==> src/rtl/core/eva_pkg.sv <==
// -----------------------------------------------------------------------------
// eva_pkg
// Shared widths, constants and sequencer states of the ensemble vote
// aggregator.
// -----------------------------------------------------------------------------
`default_nettype none

package eva_pkg;

  // Defaults for the top-level parameters
  localparam int unsigned NUM_CATEGORIES_DEF = 16;
  localparam int unsigned MAX_TREES_DEF      = 1024;

  // Field widths of the transactions
  localparam int unsigned CAT_W    = 4;
  localparam int unsigned PROB_W   = 17;
  localparam int unsigned WEIGHT_W = 16;
  localparam int unsigned VOTES_W  = 11;

  // Accumulator and product widths
  localparam int unsigned PWS_W  = 43;
  localparam int unsigned WT_W   = 26;
  localparam int unsigned PROD_W = PROB_W + WEIGHT_W;

  // Divider: quotient bits cover one overflow bit above the 17-bit mean
  localparam int unsigned QUO_W  = PROB_W + 1;
  localparam int unsigned STEP_W = $clog2(QUO_W);

  // Probability of one in Q16
  localparam logic [PROB_W-1:0] PROB_ONE = PROB_W'(65536);

  // Largest value the winning vote count port can carry
  localparam logic [VOTES_W-1:0] VOTES_OUT_MAX = '1;

  // Sequencer states
  typedef enum logic [2:0] {
    ST_IDLE,
    ST_UPD,
    ST_SCAN,
    ST_DIV,
    ST_FIN
  } eva_state_e;

endpackage

`default_nettype wire

==> src/rtl/core/ensemble_vote_aggregator_top.sv <==
// -----------------------------------------------------------------------------
// ensemble_vote_aggregator_top
// Majority vote over the trees of a forest with a weighted mean probability.
// Sequencing: a vote that is not last is accepted in ST_IDLE and its count
//   updated in ST_UPD, limited by the read-modify-write of the vote count
//   memory; no new vote is accepted until the sequencer is back in ST_IDLE.
// A last vote then runs the argmax scan over that memory and the restoring
//   divider, then waits in ST_FIN until the output register is free to load it.
// Reset clears all counts (per-entry valid bits), both sums and the result valid flag.
// -----------------------------------------------------------------------------
`default_nettype none

module ensemble_vote_aggregator_top #(
  parameter int unsigned NUM_CATEGORIES = eva_pkg::NUM_CATEGORIES_DEF,
  parameter int unsigned MAX_TREES      = eva_pkg::MAX_TREES_DEF
) (
  input  wire logic                          clk_i,
  input  wire logic                          rst_ni,
  input  wire logic                          in_valid_i,
  output      logic                          in_ready_o,
  input  wire logic [eva_pkg::CAT_W-1:0]     category_i,
  input  wire logic [eva_pkg::PROB_W-1:0]    tree_prob_i,
  input  wire logic [eva_pkg::WEIGHT_W-1:0]  tree_weight_i,
  input  wire logic                          last_vote_i,
  output      logic                          out_valid_o,
  input  wire logic                          out_ready_i,
  output      logic [eva_pkg::CAT_W-1:0]     winning_category_o,
  output      logic [eva_pkg::PROB_W-1:0]    mean_prob_o,
  output      logic [eva_pkg::VOTES_W-1:0]   winning_votes_o
);

  import eva_pkg::*;

  localparam int unsigned IW    = (NUM_CATEGORIES > 1) ? $clog2(NUM_CATEGORIES) : 1;
  localparam int unsigned SW    = IW + 1;
  localparam int unsigned CNT_W = $clog2(MAX_TREES + 1);
  localparam logic [CNT_W-1:0] CNT_MAX   = CNT_W'(MAX_TREES);
  localparam logic [SW-1:0]    SCAN_END  = SW'(NUM_CATEGORIES);
  localparam logic [STEP_W-1:0] STEP_TOP = STEP_W'(QUO_W - 1);

  // Sequencer
  eva_state_e state_q, state_d;

  // Vote count memory with per-entry valid bits
  logic [CNT_W-1:0]          cnt_mem [NUM_CATEGORIES];
  logic [NUM_CATEGORIES-1:0] vld_q, vld_d;
  logic                      rd_en;
  logic [IW-1:0]             rd_addr;
  logic [CNT_W-1:0]          rd_q;
  logic                      rdv_q;
  logic                      wr_en;
  logic [CNT_W-1:0]          wr_data;
  logic [CNT_W-1:0]          cnt_cur;

  // Registered vote
  logic [IW-1:0]       cat_q;
  logic                cat_ok_q;
  logic [PROD_W-1:0]   prod_q;
  logic [WEIGHT_W-1:0] wt_in_q;
  logic                last_q;
  logic                in_acc;
  logic                cat_ok_in;
  logic [PROB_W-1:0]   prob_clip;

  // Accumulators
  logic [PWS_W-1:0] pws_q, pws_d;
  logic [WT_W-1:0]  wt_q, wt_d;
  logic [PWS_W:0]   pws_sum;
  logic [WT_W:0]    wt_sum;

  // Argmax scan
  logic [SW-1:0]    scan_q, scan_d;
  logic             cmp_vld_q, cmp_vld_d;
  logic [IW-1:0]    cmp_idx_q, cmp_idx_d;
  logic [IW-1:0]    best_idx_q, best_idx_d;
  logic [CNT_W-1:0] best_cnt_q, best_cnt_d;

  // Restoring divider
  logic [PWS_W-1:0]  rem_q, rem_d;
  logic [PWS_W:0]    den_q, den_d;
  logic [QUO_W-1:0]  quo_q, quo_d;
  logic [STEP_W-1:0] step_q, step_d;
  logic              div_ge;

  // Output register
  logic               out_vld_q, out_vld_d;
  logic               out_free;
  logic               out_load;
  logic [CAT_W-1:0]   win_cat_q;
  logic [PROB_W-1:0]  mean_q, mean_res;
  logic [VOTES_W-1:0] win_votes_q, votes_res;

  assign in_ready_o = (state_q == ST_IDLE);
  assign in_acc     = in_valid_i && in_ready_o;
  assign out_free   = !out_vld_q || out_ready_i;

  assign cat_ok_in = (32'(category_i) < NUM_CATEGORIES);
  assign prob_clip = (tree_prob_i > PROB_ONE) ? PROB_ONE : tree_prob_i;

  assign cnt_cur = rdv_q ? rd_q : '0;
  assign pws_sum = {1'b0, pws_q} + (PWS_W + 1)'(prod_q);
  assign wt_sum  = {1'b0, wt_q} + (WT_W + 1)'(wt_in_q);
  assign div_ge  = ({1'b0, rem_q} >= den_q);

  // Clamp the quotient to one (zero for a zero weight sum) and the count to the port width
  assign mean_res  = (wt_q == '0) ? '0 :
                     ((quo_q > QUO_W'(PROB_ONE)) ? PROB_ONE : quo_q[PROB_W-1:0]);
  assign votes_res = (32'(best_cnt_q) > 32'(VOTES_OUT_MAX)) ? VOTES_OUT_MAX
                                                            : VOTES_W'(best_cnt_q);

  // Next state
  always_comb begin
    state_d = state_q;
    case (state_q)
      ST_IDLE: begin
        if (in_acc) state_d = ST_UPD;
      end
      ST_UPD: begin
        state_d = last_q ? ST_SCAN : ST_IDLE;
      end
      ST_SCAN: begin
        if (scan_q == SCAN_END && !cmp_vld_q) state_d = ST_DIV;
      end
      ST_DIV: begin
        if (step_q == '0) state_d = ST_FIN;
      end
      ST_FIN: begin
        if (out_free) state_d = ST_IDLE;
      end
      default: state_d = ST_IDLE;
    endcase
  end

  // Datapath control and next values
  always_comb begin
    rd_en      = 1'b0;
    rd_addr    = IW'(category_i);
    wr_en      = 1'b0;
    wr_data    = (cnt_cur < CNT_MAX) ? cnt_cur + 1'b1 : cnt_cur;
    vld_d      = vld_q;
    pws_d      = pws_q;
    wt_d       = wt_q;
    scan_d     = scan_q;
    cmp_vld_d  = 1'b0;
    cmp_idx_d  = cmp_idx_q;
    best_idx_d = best_idx_q;
    best_cnt_d = best_cnt_q;
    rem_d      = rem_q;
    den_d      = den_q;
    quo_d      = quo_q;
    step_d     = step_q;
    out_load   = 1'b0;
    out_vld_d  = out_vld_q && !out_ready_i;

    case (state_q)
      ST_IDLE: begin
        // Fetch the current count of the voted category
        rd_en = in_acc && cat_ok_in;
      end
      ST_UPD: begin
        // Write back the saturated count, add to both sums
        wr_en = cat_ok_q;
        if (cat_ok_q) vld_d[cat_q] = 1'b1;
        pws_d = pws_sum[PWS_W] ? '1 : pws_sum[PWS_W-1:0];
        wt_d  = wt_sum[WT_W] ? '1 : wt_sum[WT_W-1:0];
        // Arm the scan
        scan_d     = '0;
        best_idx_d = '0;
        best_cnt_d = '0;
      end
      ST_SCAN: begin
        // Issue one read a cycle, compare the one that returns
        if (scan_q != SCAN_END) begin
          rd_en     = 1'b1;
          rd_addr   = scan_q[IW-1:0];
          scan_d    = scan_q + 1'b1;
          cmp_vld_d = 1'b1;
          cmp_idx_d = scan_q[IW-1:0];
        end
        if (cmp_vld_q && (cnt_cur > best_cnt_q)) begin
          best_idx_d = cmp_idx_q;
          best_cnt_d = cnt_cur;
        end
        // Load the divider for the first step
        rem_d  = pws_q;
        den_d  = {1'b0, wt_q, {(PWS_W - WT_W){1'b0}}} << (QUO_W - 1 - (PWS_W - WT_W));
        quo_d  = '0;
        step_d = STEP_TOP;
      end
      ST_DIV: begin
        // One quotient bit a cycle
        if (div_ge) rem_d = rem_q - den_q[PWS_W-1:0];
        quo_d  = {quo_q[QUO_W-2:0], div_ge};
        den_d  = den_q >> 1;
        step_d = step_q - 1'b1;
      end
      ST_FIN: begin
        // Hand over the result and clear the event state
        if (out_free) begin
          out_load  = 1'b1;
          out_vld_d = 1'b1;
          vld_d     = '0;
          pws_d     = '0;
          wt_d      = '0;
        end
      end
      default: begin
        vld_d = '0;
      end
    endcase
  end

  // Control registers
  always_ff @(posedge clk_i or negedge rst_ni) begin
    if (!rst_ni) begin
      state_q   <= ST_IDLE;
      vld_q     <= '0;
      pws_q     <= '0;
      wt_q      <= '0;
      cmp_vld_q <= 1'b0;
      out_vld_q <= 1'b0;
    end else begin
      state_q   <= state_d;
      vld_q     <= vld_d;
      pws_q     <= pws_d;
      wt_q      <= wt_d;
      cmp_vld_q <= cmp_vld_d;
      out_vld_q <= out_vld_d;
    end
  end

  // Vote count memory
  always_ff @(posedge clk_i) begin
    if (wr_en) cnt_mem[cat_q] <= wr_data;
  end

  always_ff @(posedge clk_i) begin
    if (rd_en) begin
      rd_q  <= cnt_mem[rd_addr];
      rdv_q <= vld_q[rd_addr];
    end
  end

  // Payload registers
  always_ff @(posedge clk_i) begin
    if (in_acc) begin
      cat_q    <= IW'(category_i);
      cat_ok_q <= cat_ok_in;
      prod_q   <= PROD_W'(prob_clip) * PROD_W'(tree_weight_i);
      wt_in_q  <= tree_weight_i;
      last_q   <= last_vote_i;
    end
    scan_q     <= scan_d;
    cmp_idx_q  <= cmp_idx_d;
    best_idx_q <= best_idx_d;
    best_cnt_q <= best_cnt_d;
    rem_q      <= rem_d;
    den_q      <= den_d;
    quo_q      <= quo_d;
    step_q     <= step_d;
    if (out_load) begin
      win_cat_q   <= CAT_W'(best_idx_q);
      mean_q      <= mean_res;
      win_votes_q <= votes_res;
    end
  end

  assign out_valid_o        = out_vld_q;
  assign winning_category_o = win_cat_q;
  assign mean_prob_o        = mean_q;
  assign winning_votes_o    = win_votes_q;

  // Assertions
  a_load_from_fin: assert property (@(posedge clk_i) disable iff (!rst_ni)
    $rose(out_valid_o) |-> $past(state_q) == ST_FIN)
    else $error("result appeared outside the final step");

  a_mean_bound: assert property (@(posedge clk_i) disable iff (!rst_ni)
    out_valid_o |-> mean_prob_o <= PROB_ONE)
    else $error("mean probability above one");

  a_clear_after_event: assert property (@(posedge clk_i) disable iff (!rst_ni)
    (state_q == ST_FIN && out_free) |=> (vld_q == '0 && pws_q == '0 && wt_q == '0))
    else $error("event state not cleared after the result");

  a_div_length: assert property (@(posedge clk_i) disable iff (!rst_ni)
    (state_q == ST_SCAN && state_d == ST_DIV) |=> ##(QUO_W) state_q == ST_FIN)
    else $error("divider did not finish in its step count");

endmodule

`default_nettype wire

==> config.mk <==
export PLATFORM = sky130hd
export DESIGN_NAME = ensemble_vote_aggregator_top
export DESIGN_NICKNAME = d
export VERILOG_FILES = /design/src/rtl/core/eva_pkg.sv /design/src/rtl/core/ensemble_vote_aggregator_top.sv
export SDC_FILE = /design/constraint.sdc
export NUM_CORES = 2
export LEC_CHECK = 0
export BUFFER_PORTS_ARGS = -buffer_cell sky130_fd_sc_hd__buf_2
export CORE_MARGIN = 3
export CORE_UTILIZATION = 49
export DETAILED_ROUTE_END_ITERATION = 16
export PLACE_DENSITY = 0.67
export SLEW_MARGIN = 20
export SYNTH_ARGS = -nofsm -noshare
export SYNTH_HDL_FRONTEND = slang
export SYNTH_SLANG_ARGS = --single-unit
==> constraint.sdc <==
create_clock -name clk_i -period 4.6 [get_ports clk_i]
set_clock_uncertainty 0.05 [all_clocks]
set_input_delay 0 -clock clk_i [delete_from_list [all_inputs] [get_ports clk_i]]
set_output_delay 0 -clock clk_i [all_outputs]
set_load 0.01 [all_outputs]
==> results.yml <==
layout:
  area_growth_pct: 17.89
  final_cell_mix: "edfxtp_1 (407), inv_1 (329), nand2_1 (309), fa_1 (205), buf_4 (200)"
  final_nets: 3771
  drive_gt1_share_pct: 19.07
  n_antenna_cell: 0
  final_util_pct: 58.50
  final_common_cell: "edfxtp_1"
  stdcell_count: 4224
placed_design:
  routabilityCongestion: 0.9164
  io_buffers: 75
  dp.final_hpwl_microns: 57900
  dpl.cell_count: 4062
clock_network:
  cts_tree: "built"
  clk_latency_ns: 0.63
  cts_root_buf: "clkbuf_16"
  htreeDepth: 2
  numCtsBuffers: 53
  clock_sinks: 497
  clk_pin_slew_ns: 0.06
  clk_path_buf_depth: 3
critical_path:
  cp.required_ns: 4.87
  reg2reg_to: "rem_q[11]"
  reg2reg_from: "den_q[0]"
  critical_path_class: "primary input to flop"
  crit_path_start_kind: "primary input"
  ff2ff_setup_slack_ns: 0.68
  path_max_fanout: 5
  crit_arrival_ns: 6.18
  crit_path_end_kind: "flop"
  r2r_cells: 14
synth:
  synth.area.top_cells: "edfxtp_1 (37%), fa_1 (13%), ha_1 (7.9%)"
  synth_edf_count: 407
  ys_ff_latch: 497
  async_flop_share_pct: 18.11
  synth_cells: 3033
  synthFlopType: "edfxtp_1"
  yosysTopAreaCell: "edfxtp_1"
  postSynthAreaPerCell_sq_um: 11.03
  synth_top_cell_area_share_pct: 36.54
  ys_warn_count: 0
  synth_nets: 3498
  ys_types: 85
  synth_area_sq_mm: 0.03344
  synth-seq-area-share_pct: 43.28
timing:
  grt_setup_unrepaired: "true"
  period_needed_ns: 5.911
  setup_violations: 23
  fin_ws_ns: -1.311
  max_freq_ghz: 0.1692
  whs_ns: 0.07601
  period_share_pct: 128.5
  tightest_slew_ns: 0.8364
  maxSlewViolCount: 0
  finalHoldViolations: 0
  relSlewSlack_pct: 43.96
die:
  die_w_microns: 267.3
  die_y_microns: 267.3
  num_rows: 95
  die_area_sq_mm: 0.07142
  coreArea_sq_mm: 0.06740
  start_util_pct: 49.62
  pin_count: 76
outcome:
  status: "finished, violations left"
  violations: "setup timing"
routing:
  drt_wl_total_microns: 78570
  drc: 0
  wl_per_cell_microns: 18.60
  drt_pass1_iterations: 5
  drtIter0Drc: 1991
  vias: 23740
  ant_nets: 0
  vias_per_cell: 5.621
power:
  fin_total_pwr_mw: 29.23
  p_int_mw: 17.05
  leakage_nw: 16.97
  pwr-share-seq_pct: 27.8
  powerDensity_mw_per_mm2: 741.3
  p_sw_share_pct: 41.67
  netSwitchingPower_mw: 12.18
  power_frac_comb_pct: 57.5
  p_clk_share_pct: 14.7
  irDropWorstVdd_mv: 0.5087
hold_path:
  hp-class: "primary input to flop"
  min_path_cells: 2
  hold_end: "last_q"
  min_from: "last_vote_i"
global_route:
  grt_pass1_wl_microns: 128800
  grt_util_all_layers_pct: 22.36
  grt_pass1_vias: 24460
  grt_overflow: 0
  antenna_found_initial: 2
  grt_max_degree: 78
run:
  drv_cap: 0
-- cell usage after synthesis (6+ instances only) --
cell / n
a211o_1: 10
a21o_1: 69
inv_1: 360
nand2_1: 327
or3_1: 10
o22ai_1: 7
nor3_1: 32
and4_1: 6
dfrtp_1: 90
xnor2_1: 86
a211oi_1: 32
clkbuf_1: 104
nand2b_1: 21
buf_2: 10
a31oi_1: 58
nor2b_1: 30
and3_1: 44
xor2_1: 35
edfxtp_1: 407
nand3_1: 45
o21ai_0: 142
o21ai_1: 7
o21a_1: 18
o211ai_1: 13
and2_1: 169
fa_1: 211
a21boi_0: 6
ha_1: 212
a21oi_1: 139
o21bai_1: 18
mux4_2: 48
o31ai_1: 6
nor4_1: 19
nor2_1: 120
nand4_1: 31
-- critical path, stage by stage --
cell,delay (ns)
buf_6,0.10
nor4_4,0.33
a41oi_4,0.20
clkbuf_16,0.22
nor2b_4,0.23
buf_6,0.15
nand2_2,0.06
fa_1,0.58
fa_1,0.46
fa_1,0.53
inv_1,0.05
fa_2,0.42
fa_1,0.52
inv_2,0.04
fa_1,0.49
inv_2,0.05
ha_4,0.26
and3_4,0.19
nand4_1,0.13
nor3_2,0.12
a222oi_1,0.11
buf_4,0.17
a31oi_4,0.18
a31oi_4,0.12
buf_4,0.15
buf_6,0.10
buf_6,0.10
xnor2_2,0.11
-- sequential cells by signal (all words and copies together), names as in the netlist, 16 cells and up --
name,cells
prod_q,33
quo_q,18
vld_q,16
wt_q,26
pws_q,43
rem_q,43
mean_prob_o,17
wt_in_q,16
den_q,43
cnt_mem,176
-- power groups by stage --
stage | registers, mW | logic (mW) | clock network [mW]
finish | 8.12 | 16.8 | 4.29
global route | 8.27 | 18.7 | 4.56
CTS | 8.10 | 16.4 | 4.37
detailed placement | 8.18 | 15.8 | 0
global placement | 8.13 | 15.4 | 0
floorplan | 7.81 | 11.6 | 0
-- area by class of cell --
type | count | area (sq um)
Timing Repair Buffer | 340 | 2754
Clock inverter | 36 | 360.3
Inverter | 360 | 1351
Sequential cell | 497 | 14470
Tap cell | 873 | 1092
Multi-Input combinational cell | 2054 | 17990
Fill cell | 5399 | 27970
Clock buffer | 64 | 1409
-- stage by stage --
| step | setup slack (ns) | cell area [sq um] | TNS [ns] |
|---|---|---|---|
| detailed placement | -2.051 | 36570 | -37.30 |
| CTS | -1.350 | 39010 | -20.79 |
| floorplan | -1.601 | 33960 | -25.90 |
| finish | -1.311 | 39430 | -21.91 |
| global route | -1.574 | 39430 | -26.61 |
| global placement | -1.868 | 36550 | -33.07 |
-- how the worst max path moves through the flow --
stage	cells after the start	endpoint	startpoint	slack (ns)
finish	28	prod_q[28]	tree_prob_i[5]	-1.31
detailed placement	27	prod_q[30]	tree_prob_i[5]	-2.05
global route	28	prod_q[30]	tree_prob_i[7]	-1.57
CTS	29	prod_q[30]	tree_prob_i[5]	-1.35
global placement	29	prod_q[30]	tree_prob_i[13]	-1.87
floorplan	23	prod_q[30]	tree_prob_i[13]	-1.60
-- kinds of logic (layout without fill, tap and decap cells) --
kind of cell    Yosys count  in the layout  share of synthesized area, %
compound gates          577            577                         11.06
xor+xnor                121            121                         3.169
fa+ha+maj               423            423                         20.56
buf+inv                 482            800                         5.492
flops                   497            497                         43.28
mux                      55             55                         3.449
simple gates            878            878                         12.99
-- repair_timing --
item                                    4_1_cts  5_1_grt
endpoints found under the setup margin       24       25
gates cloned                                  1        0
pin swaps                                    58       83
hold buffers                                 24        0
buffers inserted                             19       24
resized for setup                            62       60
endpoints found under the hold margin        77        0
-- layer usage --
layer / up-vias / wire length (microns) / global-route usage (%)
li1: 11130 / - / -
met5: - / 27 / 0
met3: 141 / 4491 / 2.784
met4: 4 / 2033 / 6.432
met2: 744 / 36030 / 35.51
met1: 11730 / 35990 / 32.55
Power figures use the tool's default switching activity.
